==> config.mk <==
export PLATFORM = sky130hd
export DESIGN_NAME = timestamped_frame_ring_selector_top
export DESIGN_NICKNAME = d
export VERILOG_FILES = /design/src/tfrs_pkg.sv /design/src/timestamped_frame_ring_selector_top.sv /design/src/tfrs_store.sv /design/src/tfrs_sequencer.sv
export SDC_FILE = /design/constraint.sdc
export NUM_CORES = 2
export LEC_CHECK = 0
export BUFFER_PORTS_ARGS = -buffer_cell sky130_fd_sc_hd__buf_2
export CAP_MARGIN = 20
export CORE_ASPECT_RATIO = 1.75
export CORE_MARGIN = 2
export CORE_UTILIZATION = 62
export CTS_CLUSTER_SIZE = 14
export DETAILED_ROUTE_END_ITERATION = 7
export GPL_ROUTABILITY_DRIVEN = 0
export GPL_TIMING_DRIVEN = 0
export PLACE_DENSITY = 0.79
export SLEW_MARGIN = 20
export SYNTH_ARGS = -nofsm -noshare
export SYNTH_HDL_FRONTEND = slang
export SYNTH_SLANG_ARGS = --single-unit
==> constraint.sdc <==
create_clock -name clk -period 7.33 [get_ports clk]
set_input_delay 1.466 -clock clk [delete_from_list [all_inputs] [get_ports clk]]
set_output_delay 1.466 -clock clk [all_outputs]
set_load 0.02 [all_outputs]
==> src/tfrs_pkg.sv <==
`default_nettype none
// ============================================================================
// tfrs_pkg
// Shared types, constants and the control program of the frame ring selector.
// ============================================================================
package tfrs_pkg;

    // Defaults for the top-level parameters.
    localparam int DEF_SLOTS      = 16;
    localparam int DEF_STAMP_BITS = 48;

    // Fixed field widths.
    localparam int ACTION_BITS   = 3;
    localparam int SLOT_OUT_BITS = 4;
    localparam int FLAG_BITS     = 2;

    // Action codes carried in the input tuser.
    localparam logic [ACTION_BITS-1:0] ACT_INSERT  = 3'd0;
    localparam logic [ACTION_BITS-1:0] ACT_SELECT  = 3'd1;
    localparam logic [ACTION_BITS-1:0] ACT_ADVANCE = 3'd2;
    localparam logic [ACTION_BITS-1:0] ACT_SEEK    = 3'd3;
    localparam logic [ACTION_BITS-1:0] ACT_CLEAR   = 3'd4;

    // Program steps. Fall-through goes to the next member in this order.
    typedef enum logic [3:0] {
        ST_IDLE,
        ST_INS,
        ST_SEL_INIT,
        ST_SEL_DIFF,
        ST_SEL_CMP,
        ST_SEL_FIN,
        ST_ADV,
        ST_SEEK_RD,
        ST_SEEK_LO,
        ST_SEEK_HI,
        ST_CLR,
        ST_RD_OUT,
        ST_OUT
    } step_t;

    // Datapath operation of one step.
    typedef enum logic [3:0] {
        OP_NONE,
        OP_ACCEPT,
        OP_INSERT,
        OP_SEL_INIT,
        OP_SEL_DIFF,
        OP_SEL_CMP,
        OP_SEL_FIN,
        OP_ADVANCE,
        OP_SEEK_LO,
        OP_SEEK_HI,
        OP_CLEAR,
        OP_OUTPUT
    } dp_op_t;

    // Store read address source.
    typedef enum logic [1:0] {
        RD_NONE,
        RD_USE,
        RD_CUR_NEXT,
        RD_NEWEST
    } rd_sel_t;

    // Sequencing of the step counter.
    typedef enum logic [2:0] {
        J_NEXT,
        J_GOTO,
        J_DISPATCH,
        J_IF_MORE,
        J_WAIT_OUT
    } jmp_t;

    // One control word of the program.
    typedef struct packed {
        dp_op_t  op;
        rd_sel_t rd;
        jmp_t    jmp;
        step_t   target;
    } ctrl_word_t;

    // Conditions that the datapath hands to the sequencer.
    typedef struct packed {
        logic in_accept;
        logic more;
        logic out_free;
    } seq_cond_t;

    // The control program.
    function automatic ctrl_word_t ucode_rom(step_t s);
        ctrl_word_t cw;
        cw = '{op: OP_NONE, rd: RD_NONE, jmp: J_NEXT, target: ST_IDLE};
        unique case (s)
            ST_IDLE:     cw = '{op: OP_ACCEPT,   rd: RD_NONE,     jmp: J_DISPATCH,
                                target: ST_IDLE};
            ST_INS:      cw = '{op: OP_INSERT,   rd: RD_NONE,     jmp: J_GOTO,
                                target: ST_RD_OUT};
            ST_SEL_INIT: cw = '{op: OP_SEL_INIT, rd: RD_USE,      jmp: J_NEXT,
                                target: ST_IDLE};
            ST_SEL_DIFF: cw = '{op: OP_SEL_DIFF, rd: RD_CUR_NEXT, jmp: J_NEXT,
                                target: ST_IDLE};
            ST_SEL_CMP:  cw = '{op: OP_SEL_CMP,  rd: RD_NONE,     jmp: J_IF_MORE,
                                target: ST_SEL_DIFF};
            ST_SEL_FIN:  cw = '{op: OP_SEL_FIN,  rd: RD_NONE,     jmp: J_GOTO,
                                target: ST_RD_OUT};
            ST_ADV:      cw = '{op: OP_ADVANCE,  rd: RD_NONE,     jmp: J_GOTO,
                                target: ST_RD_OUT};
            ST_SEEK_RD:  cw = '{op: OP_NONE,     rd: RD_USE,      jmp: J_NEXT,
                                target: ST_IDLE};
            ST_SEEK_LO:  cw = '{op: OP_SEEK_LO,  rd: RD_NEWEST,   jmp: J_NEXT,
                                target: ST_IDLE};
            ST_SEEK_HI:  cw = '{op: OP_SEEK_HI,  rd: RD_NONE,     jmp: J_GOTO,
                                target: ST_RD_OUT};
            ST_CLR:      cw = '{op: OP_CLEAR,    rd: RD_NONE,     jmp: J_NEXT,
                                target: ST_IDLE};
            ST_RD_OUT:   cw = '{op: OP_NONE,     rd: RD_USE,      jmp: J_NEXT,
                                target: ST_IDLE};
            ST_OUT:      cw = '{op: OP_OUTPUT,   rd: RD_NONE,     jmp: J_WAIT_OUT,
                                target: ST_IDLE};
            default:     cw = '{op: OP_NONE,     rd: RD_NONE,     jmp: J_GOTO,
                                target: ST_IDLE};
        endcase
        return cw;
    endfunction

endpackage
`default_nettype wire

==> src/timestamped_frame_ring_selector_top.sv <==
`default_nettype none
// ============================================================================
// timestamped_frame_ring_selector_top
// Ring of decoded-frame timestamps with insert, nearest select, advance,
// seek and clear, run by a small control program.
// ============================================================================
//
// Channel  Dir  Signals                              Contents
// s_*      in   s_tvalid s_tready s_tdata s_tuser    stamp / action
// m_*      out  m_tvalid m_tready m_tdata m_tuser    slot, stamp, lead / flags
//
// One transaction in gives one transaction out. Select scans the slots from
// in-use through newest (at most SLOTS-1): each slot costs one store read
// plus one distance compare. Reset restores the pointers at once; store
// entries read as minus one until written. A result waits in its output
// register while m_tready is low, and the program holds at its last step
// until the register is free.
//
module timestamped_frame_ring_selector_top
    import tfrs_pkg::*;
#(
    parameter int SLOTS      = DEF_SLOTS,
    parameter int STAMP_BITS = DEF_STAMP_BITS
) (
    input  wire logic                                         clk,
    input  wire logic                                         rst_n,
    input  wire logic                                         s_tvalid,
    output logic                                              s_tready,
    // stamp
    input  wire logic [((STAMP_BITS+7)/8)*8-1:0]              s_tdata,
    // action
    input  wire logic [ACTION_BITS-1:0]                       s_tuser,
    output logic                                              m_tvalid,
    input  wire logic                                         m_tready,
    // slot, slot_stamp, lead_time
    output logic [((SLOT_OUT_BITS+2*STAMP_BITS+1+7)/8)*8-1:0] m_tdata,
    // refused, seek_needed
    output logic [FLAG_BITS-1:0]                              m_tuser
);

    localparam int PTR_BITS      = $clog2(SLOTS);
    localparam int OUT_DATA_BITS = ((SLOT_OUT_BITS + 2*STAMP_BITS + 1 + 7) / 8) * 8;
    localparam int WIDE_BITS     = (PTR_BITS > SLOT_OUT_BITS) ? PTR_BITS : SLOT_OUT_BITS;
    localparam logic [PTR_BITS-1:0] LAST_SLOT = PTR_BITS'(SLOTS - 1);

    function automatic logic [PTR_BITS-1:0] next_slot(logic [PTR_BITS-1:0] s);
        return (s == LAST_SLOT) ? '0 : s + 1'b1;
    endfunction

    ctrl_word_t ctrl;
    seq_cond_t  cond;

    logic [PTR_BITS-1:0]   in_use_reg, in_use_next;
    logic [PTR_BITS-1:0]   wp_reg, wp_next;
    logic [STAMP_BITS-1:0] last_req_reg, last_req_next;
    logic [STAMP_BITS-1:0] t_reg, t_next;
    logic [PTR_BITS-1:0]   cur_reg, cur_next;
    logic [PTR_BITS-1:0]   best_reg, best_next;
    logic [STAMP_BITS:0]   best_d_reg, best_d_next;
    logic [STAMP_BITS:0]   d_reg, d_next;
    logic                  lo_ok_reg, lo_ok_next;
    logic                  refused_reg, refused_next;
    logic                  seek_reg, seek_next;
    logic [STAMP_BITS:0]   lead_reg, lead_next;
    logic                  out_valid_reg, out_valid_next;
    logic [OUT_DATA_BITS-1:0] out_data_reg, out_data_next;
    logic [FLAG_BITS-1:0]  out_user_reg, out_user_next;

    logic                  in_accept;
    logic                  wr_en;
    logic                  rd_en;
    logic [PTR_BITS-1:0]   rd_addr;
    logic [STAMP_BITS-1:0] rd_data;
    logic [PTR_BITS-1:0]   newest;
    logic [STAMP_BITS:0]   ext_rd, ext_t, ext_lr;
    logic [STAMP_BITS:0]   diff_rt, diff_tr, diff_abs, lead_diff;
    logic [WIDE_BITS-1:0]  use_wide;

    // Handshake and sequencer conditions.
    assign s_tready       = (ctrl.op == OP_ACCEPT);
    assign in_accept      = s_tvalid && s_tready;
    assign newest         = (wp_reg == '0) ? LAST_SLOT : wp_reg - 1'b1;
    assign cond.in_accept = in_accept;
    assign cond.more      = (cur_reg != newest);
    assign cond.out_free  = !out_valid_reg || m_tready;

    tfrs_sequencer u_seq (
        .clk    (clk),
        .rst_n  (rst_n),
        .action (s_tuser),
        .cond   (cond),
        .ctrl   (ctrl)
    );

    // Store read address selection.
    always_comb
    begin
        rd_en   = 1'b1;
        rd_addr = in_use_reg;
        unique case (ctrl.rd)
            RD_NONE:     rd_en   = 1'b0;
            RD_USE:      rd_addr = in_use_reg;
            RD_CUR_NEXT: rd_addr = next_slot(cur_reg);
            RD_NEWEST:   rd_addr = newest;
            default:     rd_en   = 1'b0;
        endcase
    end

    assign wr_en = (ctrl.op == OP_INSERT) && !t_reg[STAMP_BITS-1]
                   && (next_slot(wp_reg) != in_use_reg);

    tfrs_store #(
        .SLOTS      (SLOTS),
        .STAMP_BITS (STAMP_BITS)
    ) u_store (
        .clk     (clk),
        .rst_n   (rst_n),
        .wr_en   (wr_en),
        .wr_addr (wp_reg),
        .wr_data (t_reg),
        .rd_en   (rd_en),
        .rd_addr (rd_addr),
        .rd_data (rd_data)
    );

    // Arithmetic on sign-extended stamps.
    assign ext_rd    = {rd_data[STAMP_BITS-1], rd_data};
    assign ext_t     = {t_reg[STAMP_BITS-1], t_reg};
    assign ext_lr    = {last_req_reg[STAMP_BITS-1], last_req_reg};
    assign diff_rt   = ext_rd - ext_t;
    assign diff_tr   = ext_t - ext_rd;
    assign diff_abs  = diff_rt[STAMP_BITS] ? diff_tr : diff_rt;
    assign lead_diff = ext_t - ext_lr;
    assign use_wide  = WIDE_BITS'(in_use_reg);

    // Datapath next values, one operation per control word.
    always_comb
    begin
        in_use_next    = in_use_reg;
        wp_next        = wp_reg;
        last_req_next  = last_req_reg;
        t_next         = t_reg;
        cur_next       = cur_reg;
        best_next      = best_reg;
        best_d_next    = best_d_reg;
        d_next         = d_reg;
        lo_ok_next     = lo_ok_reg;
        refused_next   = refused_reg;
        seek_next      = seek_reg;
        lead_next      = lead_reg;
        out_valid_next = out_valid_reg;
        out_data_next  = out_data_reg;
        out_user_next  = out_user_reg;

        if (out_valid_reg && m_tready)
        begin
            out_valid_next = 1'b0;
        end

        unique case (ctrl.op)
            OP_NONE:
            begin
            end
            OP_ACCEPT:
            begin
                if (in_accept)
                begin
                    t_next       = s_tdata[STAMP_BITS-1:0];
                    refused_next = 1'b0;
                    seek_next    = 1'b0;
                    lead_next    = '0;
                end
            end
            OP_INSERT:
            begin
                if (wr_en)
                begin
                    wp_next   = next_slot(wp_reg);
                    lead_next = lead_diff;
                end
                else
                begin
                    refused_next = 1'b1;
                end
            end
            OP_SEL_INIT:
            begin
                last_req_next = t_reg;
                cur_next      = in_use_reg;
                best_next     = in_use_reg;
                best_d_next   = '1;
            end
            OP_SEL_DIFF:
            begin
                d_next = diff_abs;
            end
            OP_SEL_CMP:
            begin
                // Strict compare keeps the earlier slot on a tie.
                if (d_reg < best_d_reg)
                begin
                    best_d_next = d_reg;
                    best_next   = cur_reg;
                end
                if (cond.more)
                begin
                    cur_next = next_slot(cur_reg);
                end
            end
            OP_SEL_FIN:
            begin
                in_use_next = best_reg;
            end
            OP_ADVANCE:
            begin
                if (next_slot(in_use_reg) != wp_reg)
                begin
                    in_use_next = next_slot(in_use_reg);
                end
            end
            OP_SEEK_LO:
            begin
                lo_ok_next = ($signed(rd_data) < $signed(t_reg));
            end
            OP_SEEK_HI:
            begin
                // A hit needs a buffered span that strictly contains the time.
                if (!((newest != in_use_reg) && lo_ok_reg
                      && ($signed(t_reg) < $signed(rd_data))))
                begin
                    wp_next       = next_slot(in_use_reg);
                    last_req_next = t_reg;
                    seek_next     = 1'b1;
                end
            end
            OP_CLEAR:
            begin
                in_use_next = LAST_SLOT;
                wp_next     = '0;
            end
            OP_OUTPUT:
            begin
                if (cond.out_free)
                begin
                    out_valid_next = 1'b1;
                    out_data_next  = OUT_DATA_BITS'({lead_reg, rd_data,
                                                     use_wide[SLOT_OUT_BITS-1:0]});
                    out_user_next  = {seek_reg, refused_reg};
                end
            end
            default:
            begin
            end
        endcase
    end

    // Control state and pointers.
    always_ff @(posedge clk or negedge rst_n)
    begin
        if (!rst_n)
        begin
            in_use_reg    <= LAST_SLOT;
            wp_reg        <= '0;
            last_req_reg  <= '0;
            out_valid_reg <= 1'b0;
        end
        else
        begin
            in_use_reg    <= in_use_next;
            wp_reg        <= wp_next;
            last_req_reg  <= last_req_next;
            out_valid_reg <= out_valid_next;
        end
    end

    // Working and result payload registers.
    always_ff @(posedge clk)
    begin
        t_reg        <= t_next;
        cur_reg      <= cur_next;
        best_reg     <= best_next;
        best_d_reg   <= best_d_next;
        d_reg        <= d_next;
        lo_ok_reg    <= lo_ok_next;
        refused_reg  <= refused_next;
        seek_reg     <= seek_next;
        lead_reg     <= lead_next;
        out_data_reg <= out_data_next;
        out_user_reg <= out_user_next;
    end

    assign m_tvalid = out_valid_reg;
    assign m_tdata  = out_data_reg;
    assign m_tuser  = out_user_reg;

endmodule
`default_nettype wire

==> src/tfrs_store.sv <==
`default_nettype none
// ============================================================================
// tfrs_store
// Timestamp store: one write and one registered read per cycle. Entries that
// were never written read as all ones.
// ============================================================================
module tfrs_store
    import tfrs_pkg::*;
#(
    parameter int SLOTS      = DEF_SLOTS,
    parameter int STAMP_BITS = DEF_STAMP_BITS
) (
    input  wire logic                     clk,
    input  wire logic                     rst_n,
    input  wire logic                     wr_en,
    input  wire logic [$clog2(SLOTS)-1:0] wr_addr,
    input  wire logic [STAMP_BITS-1:0]    wr_data,
    input  wire logic                     rd_en,
    input  wire logic [$clog2(SLOTS)-1:0] rd_addr,
    output logic      [STAMP_BITS-1:0]    rd_data
);

    logic [STAMP_BITS-1:0] mem [SLOTS];
    logic [SLOTS-1:0]      valid_reg;
    logic [SLOTS-1:0]      valid_next;
    logic [STAMP_BITS-1:0] rd_data_reg;
    logic                  rd_valid_reg;
    logic                  rd_valid_next;

    // Array write and registered read.
    always_ff @(posedge clk)
    begin
        if (wr_en)
        begin
            mem[wr_addr] <= wr_data;
        end
        if (rd_en)
        begin
            rd_data_reg <= mem[rd_addr];
        end
    end

    // Valid bits: set on write, cleared by reset only.
    always_comb
    begin
        valid_next    = valid_reg;
        rd_valid_next = rd_valid_reg;
        if (wr_en)
        begin
            valid_next[wr_addr] = 1'b1;
        end
        if (rd_en)
        begin
            rd_valid_next = valid_reg[rd_addr];
        end
    end

    always_ff @(posedge clk or negedge rst_n)
    begin
        if (!rst_n)
        begin
            valid_reg    <= '0;
            rd_valid_reg <= 1'b0;
        end
        else
        begin
            valid_reg    <= valid_next;
            rd_valid_reg <= rd_valid_next;
        end
    end

    // An entry not written since reset reads as minus one.
    assign rd_data = rd_valid_reg ? rd_data_reg : '1;

endmodule
`default_nettype wire

==> src/tfrs_sequencer.sv <==
`default_nettype none
// ============================================================================
// tfrs_sequencer
// Step counter over the control program, with dispatch and conditional jumps.
// ============================================================================
module tfrs_sequencer
    import tfrs_pkg::*;
(
    input  wire logic                   clk,
    input  wire logic                   rst_n,
    input  wire logic [ACTION_BITS-1:0] action,
    input  wire seq_cond_t              cond,
    output ctrl_word_t                  ctrl
);

    step_t step_reg;
    step_t step_next;

    // Control word of the current step.
    always_comb
    begin
        ctrl = ucode_rom(step_reg);
    end

    // Next step.
    always_comb
    begin
        step_next = step_reg;
        unique case (ctrl.jmp)
            J_NEXT:
            begin
                step_next = step_t'(step_reg + 4'd1);
            end
            J_GOTO:
            begin
                step_next = ctrl.target;
            end
            J_DISPATCH:
            begin
                if (cond.in_accept)
                begin
                    unique case (action)
                        ACT_INSERT:  step_next = ST_INS;
                        ACT_SELECT:  step_next = ST_SEL_INIT;
                        ACT_ADVANCE: step_next = ST_ADV;
                        ACT_SEEK:    step_next = ST_SEEK_RD;
                        ACT_CLEAR:   step_next = ST_CLR;
                        default:     step_next = ST_RD_OUT;
                    endcase
                end
            end
            J_IF_MORE:
            begin
                step_next = cond.more ? ctrl.target : step_t'(step_reg + 4'd1);
            end
            J_WAIT_OUT:
            begin
                if (cond.out_free)
                begin
                    step_next = ctrl.target;
                end
            end
            default:
            begin
                step_next = ST_IDLE;
            end
        endcase
    end

    always_ff @(posedge clk or negedge rst_n)
    begin
        if (!rst_n)
        begin
            step_reg <= ST_IDLE;
        end
        else
        begin
            step_reg <= step_next;
        end
    end

endmodule
`default_nettype wire
# After elaboration in Yosys (flattened, before gate mapping)
# Memory sizes are Yosys's and may differ from the RTL's. A register that Yosys moved wholly into a read port is not among the register bits.
# Cells that the tools add are included.
[op_classes] n_addsub=8 magnitude_cmp=6 eq_ne=37 muxes=42 n_bitwise=1 n_reduce_logical=32
[op_table] op="$pmux W49 S2" count=2
[op_table] op="$mux W49" count=3
[op_table] op="$sub A48 B48 Y49" count=3
[op_table] op="$mux W48" count=3
[op_table] op="$lt A48 B48 Y1" count=2
[op_table] op="$pmux W48 S2" count=1
[op_table] op="$lt A49 B49 Y1" count=1
[op_table] op="$mux W4" count=12
[op_table] op="$pmux W4 S5" count=2
[op_table] op="$eq A4 B4 Y1 const B" count=7
[op_table] op="$pmux W4 S2" count=3
[op_table] op="$pmux W4 S3" count=2
[op_table] op="$add A4 B1 Y4 const B" count=4
[op_table] op="$eq A4 B3 Y1 const B" count=4
[op_table] op="$ne A4 B4 Y1" count=4
[op_table] op="$or A16 B16 Y16" count=1
[op_table] op="$reduce_and A2 Y1" count=7
[op_table] op="$eq A3 B2 Y1 const B" count=4
[op_table] op="$ne A2 B2 Y1 const B" count=6
[op_table] op="$reduce_and A3 Y1" count=4
[op_table] op="$lt A4 B5 Y1 const B" count=2
[op_table] op="$mux W1" count=10
[op_table] op="$eq A4 B2 Y1 const B" count=2
[op_table] op="$reduce_bool A2 Y1" count=4
[op_table] op="17 further kinds" count=33
[totals] ff_bits=387 ramBits=768 romBits=192 input_bits=55 output_inout_bits=108 elab_cells=147 memories=2
[mem_list] name="u_store.mem" depth=16 word_bits=48 rd=1 rd_clocked_by_memory_dff=1 write_ports=1 line="tfrs_store.sv:23" text="logic [STAMP_BITS-1:0] mem [SLOTS];"
[mem_list] name="(no name shown)" depth=16 word_bits=12 rd=1 rd_clocked_by_memory_dff=0 write_ports=0 line="tfrs_pkg.sv:93" text="unique case (s)"

# Logic depth before layout (Yosys ltp)
[logic_depth] depth_word=7 depth_mapped=19 depth_no_buf=14

# Hierarchy
# Synthesis repeated with hierarchy kept, for this count alone.
[unflattened] hier_cells=3600 hier_area_um2=55439.4
[by_module_without_submodules] mod="tfrs_store" n_inst=1 cells_each=1228 area_each_um2=31614.1 seq_area_each_um2=24928.9
[by_module_without_submodules] mod="timestamped_frame_ring_selector_top" n_inst=1 cells_each=2273 area_each_um2=23117.2 seq_area_each_um2=10710.3
[by_module_without_submodules] mod="tfrs_sequencer" n_inst=1 cells_each=99 area_each_um2=708.2 seq_area_each_um2=100.1

# Least setup slack after synthesis
# OpenSTA, ideal clock, no wires.
[synth_path] path_type="reg-to-reg" start="register u_seq.step_reg[0]" end="register out_data_reg[0], in the netlist m_tdata[0] (enable)" setup_time_ns=0.568 t_arrival_ns=6.167 t_required_ns=6.762 path_slack_ns=0.594 path_stages_with_launch=9 n_path_buf=1 period_less_slack_ns=6.736 cell_sequence="dfrtp_1 -> clkbuf_1 -> inv_1 -> ha_1 -> nand2_1 -> a31oi_1 -> inv_1 -> or3_1 -> nor2_1"
[synth_between] elab_chain_len=3
[synth_lines] item="start, declared" line="tfrs_sequencer.sv:16" text="step_t step_reg;"
[synth_lines] item="start signal, assigned" line="tfrs_sequencer.sv:78" text="step_reg <= step_next;"
[synth_lines] item="$mem_v2 Z16 W12"
[synth_lines] item="$eq A4 B4 Y1" line="timestamped_frame_ring_selector_top.sv:160" text="unique case (ctrl.op)"
[synth_lines] item="$reduce_and A2 Y1 (no line)"
[synth_lines] item="end signal, assigned" line="timestamped_frame_ring_selector_top.sv:288" text="out_data_reg <= out_data_next;"
[synth_lines] item="end, declared" line="timestamped_frame_ring_selector_top.sv:66" text="logic [OUT_DATA_BITS-1:0] out_data_reg, out_data_next;"
# Every way passes these cells.
# A chain may end at the register's enable or synchronous reset.

# Worst setup path after layout
[layout_path] start="register u_store.rd_valid_reg" end="register last_req_reg[11]"
[layout_between] elab_chain_len=5
[layout_lines] item="start, declared" line="tfrs_store.sv:27" text="logic rd_valid_reg;"
[layout_lines] item="start signal, assigned" line="tfrs_store.sv:68" text="rd_valid_reg <= rd_valid_next;"
[layout_lines] item="$mux W48" line="tfrs_store.sv:73" text="assign rd_data = rd_valid_reg ? rd_data_reg : '1;"
[layout_lines] item="net rd_data[8]" line="timestamped_frame_ring_selector_top.sv:73" text="logic [STAMP_BITS-1:0] rd_data;"
[layout_lines] item="$lt A48 B48 Y1" line="timestamped_frame_ring_selector_top.sv:229" text="&& ($signed(t_reg) < $signed(rd_data))))"
[layout_lines] item="$logic_and A1 B1 Y1" line="timestamped_frame_ring_selector_top.sv:229"
[layout_lines] item="$ne A2 B2 Y1 (no line)"
[layout_lines] item="$reduce_and A2 Y1 (no line)"
[layout_lines] item="end signal, assigned" line="timestamped_frame_ring_selector_top.sv:271" text="last_req_reg <= last_req_next;"
[layout_lines] item="end, declared" line="timestamped_frame_ring_selector_top.sv:55" text="logic [STAMP_BITS-1:0] last_req_reg, last_req_next;"
# The timed path passes the listed nets, and every way through them passes these cells.

==> flow_summary.yaml <==
final_layout:
  postLayoutCoreUtil_pct: 69.6
  multi_input_area_um2: 18600
  syn_to_final_growth_pct: 11.7
  largest_register_ffs: 768
  design_area_um2: 62800
  largest_register: "u_store.mem"
  nets: 5204
  regArea_um2: 35700
  drive_gt1_share_pct: 10.7
  fillers: 6219
status:
  violations: "design-rule violations"
  outcome: "complete, but fails checks"
synth:
  yosys_warnings: 0
  synth_area_leaders: "edfxtp_1, ha_1, nand2_1"
  synth_ff_type: "edfxtp_1"
  synth_compound_area_share_pct: 14.7
  ys_types: 90
  synth.avg_cell_area_um2: 12.2
  synth.largest_area_cell: "edfxtp_1"
  ys_seq_area_share_pct: 63.6
  synth-simple-area-share_pct: 11.3
  netlist_instances: 4617
  synth_edf_count: 1125
  ys_ff_latch: 1203
  ys_async_sr_fraction_pct: 6.48
  netlist_area_um2: 56200
  synth_top_area_share_pct: 60.1
  synthAdderAreaFrac_pct: 4.43
  synthXorXnorAreaFrac_pct: 1.51
  synth_top_family_by_area: "compound AO/OA/AOI/OAI gates"
  synthMuxAreaShare_pct: 0.755
route:
  drcViolationCount: 23
  viasPerCell: 6.71
  detail-route-antenna-nets: 0
  initialDrtViolationCount: 5175
  num_vias: 41700
  wl_per_cell_um: 28.0
  drt_wl_total_mm: 174
  drtPass1Iterations: 8
hold_path:
  hold_class: "reg2reg"
  hp-start: "lead_reg[48]$_SDFFCE_PN0P_"
sta:
  finalHoldViolCount: 0
  worstMarginPinSlew_ns: 1.22
  fmax_mhz: 137
  final.setup.tns_ns: 0
  finalCriticalPeriod_ns: 7.30
  maxSlewViolCount: 0
  period_share_pct: 99.6
  rsz0062_at_grt: "false"
  finalSetupViolations: 0
  finalClockSkew_ns: 0.0241
  slew_headroom_pct: 18.6
  whs_ns: 0.420
floorplanning:
  core_um2: 90200
  ios: 163
  die-height_um: 402
  dieArea_um2: 93200
  initial_utilization_pct: 62.3
  num_rows: 146
  dieWidth_um: 232
setup_path:
  cp_max_fo: 10
  worst_ep_required_time_ns: 7.98
  path_class: "reg2reg"
  cpMostUsedCell: "clkbuf_1"
  startpoint: "u_store.rd_valid_reg$_DFFE_PN0P_"
  crit_family: "buffers and inverters"
  crit_path_end_kind: "flop"
  path_buf_inv: 6
  critical_path.cell_chain: "clkbuf_1 > clkbuf_1 > clkbuf_1 > nand2b_1 > ha_1 > clkbuf_1 > a21oi_1 > o21bai_1 > a21oi_1 > a31oi_1 > o31ai_1 > o211ai_1 > a21oi_4 > buf_2 > buf_4 > nand2_1 > o21ai_0"
  start_kind: "flop"
  cp_slowest_cell: "clkbuf_1"
  worstReg2RegStart: "u_store.rd_valid_reg$_DFFE_PN0P_"
  cp.arrival_ns: 7.95
  slowest_delay_ns: 0.72
global_routing:
  grt_pass1_wl_mm: 253
  grt_pass1_vias: 41200
  overflow: 0
  grt_max_degree: 51
  grt_antenna_before_repair: 8
  grtUsageTotal_pct: 37.6
clock_network:
  clk_pin_slew_ns: 0.06
  cts_tree: "done"
  cts.sinks: 1203
  clockBufferDepth: 3
  cts-buffers-inserted: 103
  clock-root-buffer: "clkbuf_16"
  cts-hold-fix-buffers: 0
  htree_levels: 3
  postCtsResizedCells: 0
  insertion_delay_ns: 0.75
  post_cts_buffers: 0
placed_design:
  io_buffers: 159
  hpwl_mm: 124
  place_area_um2: 59600
flow_run:
  max_cap_viol_count: 0
## path summary, 6_finish.rpt
kind	endpoint	slack, ns	depth (start not counted)
max	last_req_reg[11]$_DFFE_PN0P_	0.03	17
min	m_tdata[100]$_DFFE_PP_	0.42	0
max reg2reg	last_req_reg[11]$_DFFE_PN0P_	0.03	17
min reg2reg	m_tdata[100]$_DFFE_PP_	0.42	0
max in group asynchronous	last_req_reg[47]$_DFFE_PN0P_	5.95	2
min in group asynchronous	u_seq.step_reg[3]$_DFFE_PN0P_	0.67	1
## through the flow
stage,setup WS [ns],std cells
global placement,-3.68,5962
finish,0.0310,6212
detailed placement,0.341,6029
floorplan,0.594,4619
global route,0.175,6207
CTS,0.358,6205
## layout by cell type (no fill, tap or decap), types with 171 or more instances in the layout
master / instances
edfxtp_1: 1125
buf_2: 209
and2_1: 198
nand2_1: 605
inv_1: 243
a21oi_1: 297
ha_1: 196
clkbuf_1: 212
a211oi_1: 260
o21ai_0: 171
## cells by family (layout without fill, tap and decap cells)
group / count (synthesis) / in the layout
AOI/OAI and AO/OA: 1245 / 1245
xor gates and xnor gates: 97 / 97
adders and majority gates: 198 / 198
buffers and inverters: 513 / 916
DFF: 1203 / 1203
muxes: 41 / 41
other: 1 / 9
and+or+nand+nor: 1319 / 1319
## cells in the mapped netlist, types with 16 or more instances
library cell,instances
buf_2,51
nand2b_1,68
nand4_1,42
o21ai_0,171
inv_1,244
nand2_1,606
buf_4,16
nor3_1,32
and2_1,198
a311oi_1,101
xnor2_1,55
o21ai_1,20
nor2_1,158
nor2b_1,34
a21o_1,77
dfrtp_1,74
ha_1,196
a211oi_1,261
a21oi_1,297
a31oi_1,122
clkbuf_1,179
buf_1,18
o21bai_1,31
nand3_1,36
mux2i_1,30
o211ai_1,23
xor2_1,42
edfxtp_1,1125
or2_2,29
or3_1,61
## worst reg2reg max path, delay by kind of cell (launching register included)
kind            cells  cell delay (ns)
buf+inv             6             3.02
compound gates      8             2.84
flops               1             0.65
simple gates        2             0.35
fa+ha+maj           1             0.34
## final cells by class
class / count / share of cell area [%]
Antenna cell: 6 / 0.0239
Tap cell: 1184 / 2.36
Buffer: 268 / 1.87
Clock inverter: 28 / 0.442
Sequential cell: 1203 / 56.9
Timing Repair Buffer: 227 / 2.82
Multi-Input combinational cell: 2903 / 29.6
Clock buffer: 148 / 4.52
Inverter: 245 / 1.47
## metal layers
layer  up-vias  track usage, %  share of wire [%]
met1     19900            39.5                 31
met2      2925            61.9                 49
met5         -          0.0530              0.024
met3      1025            9.22                9.9
li1      17800               -                  -
met4         8            33.9                 11
Power is not shown: default switching activity piles up to over one toggle a cycle in this logic, so the estimate is an artifact.
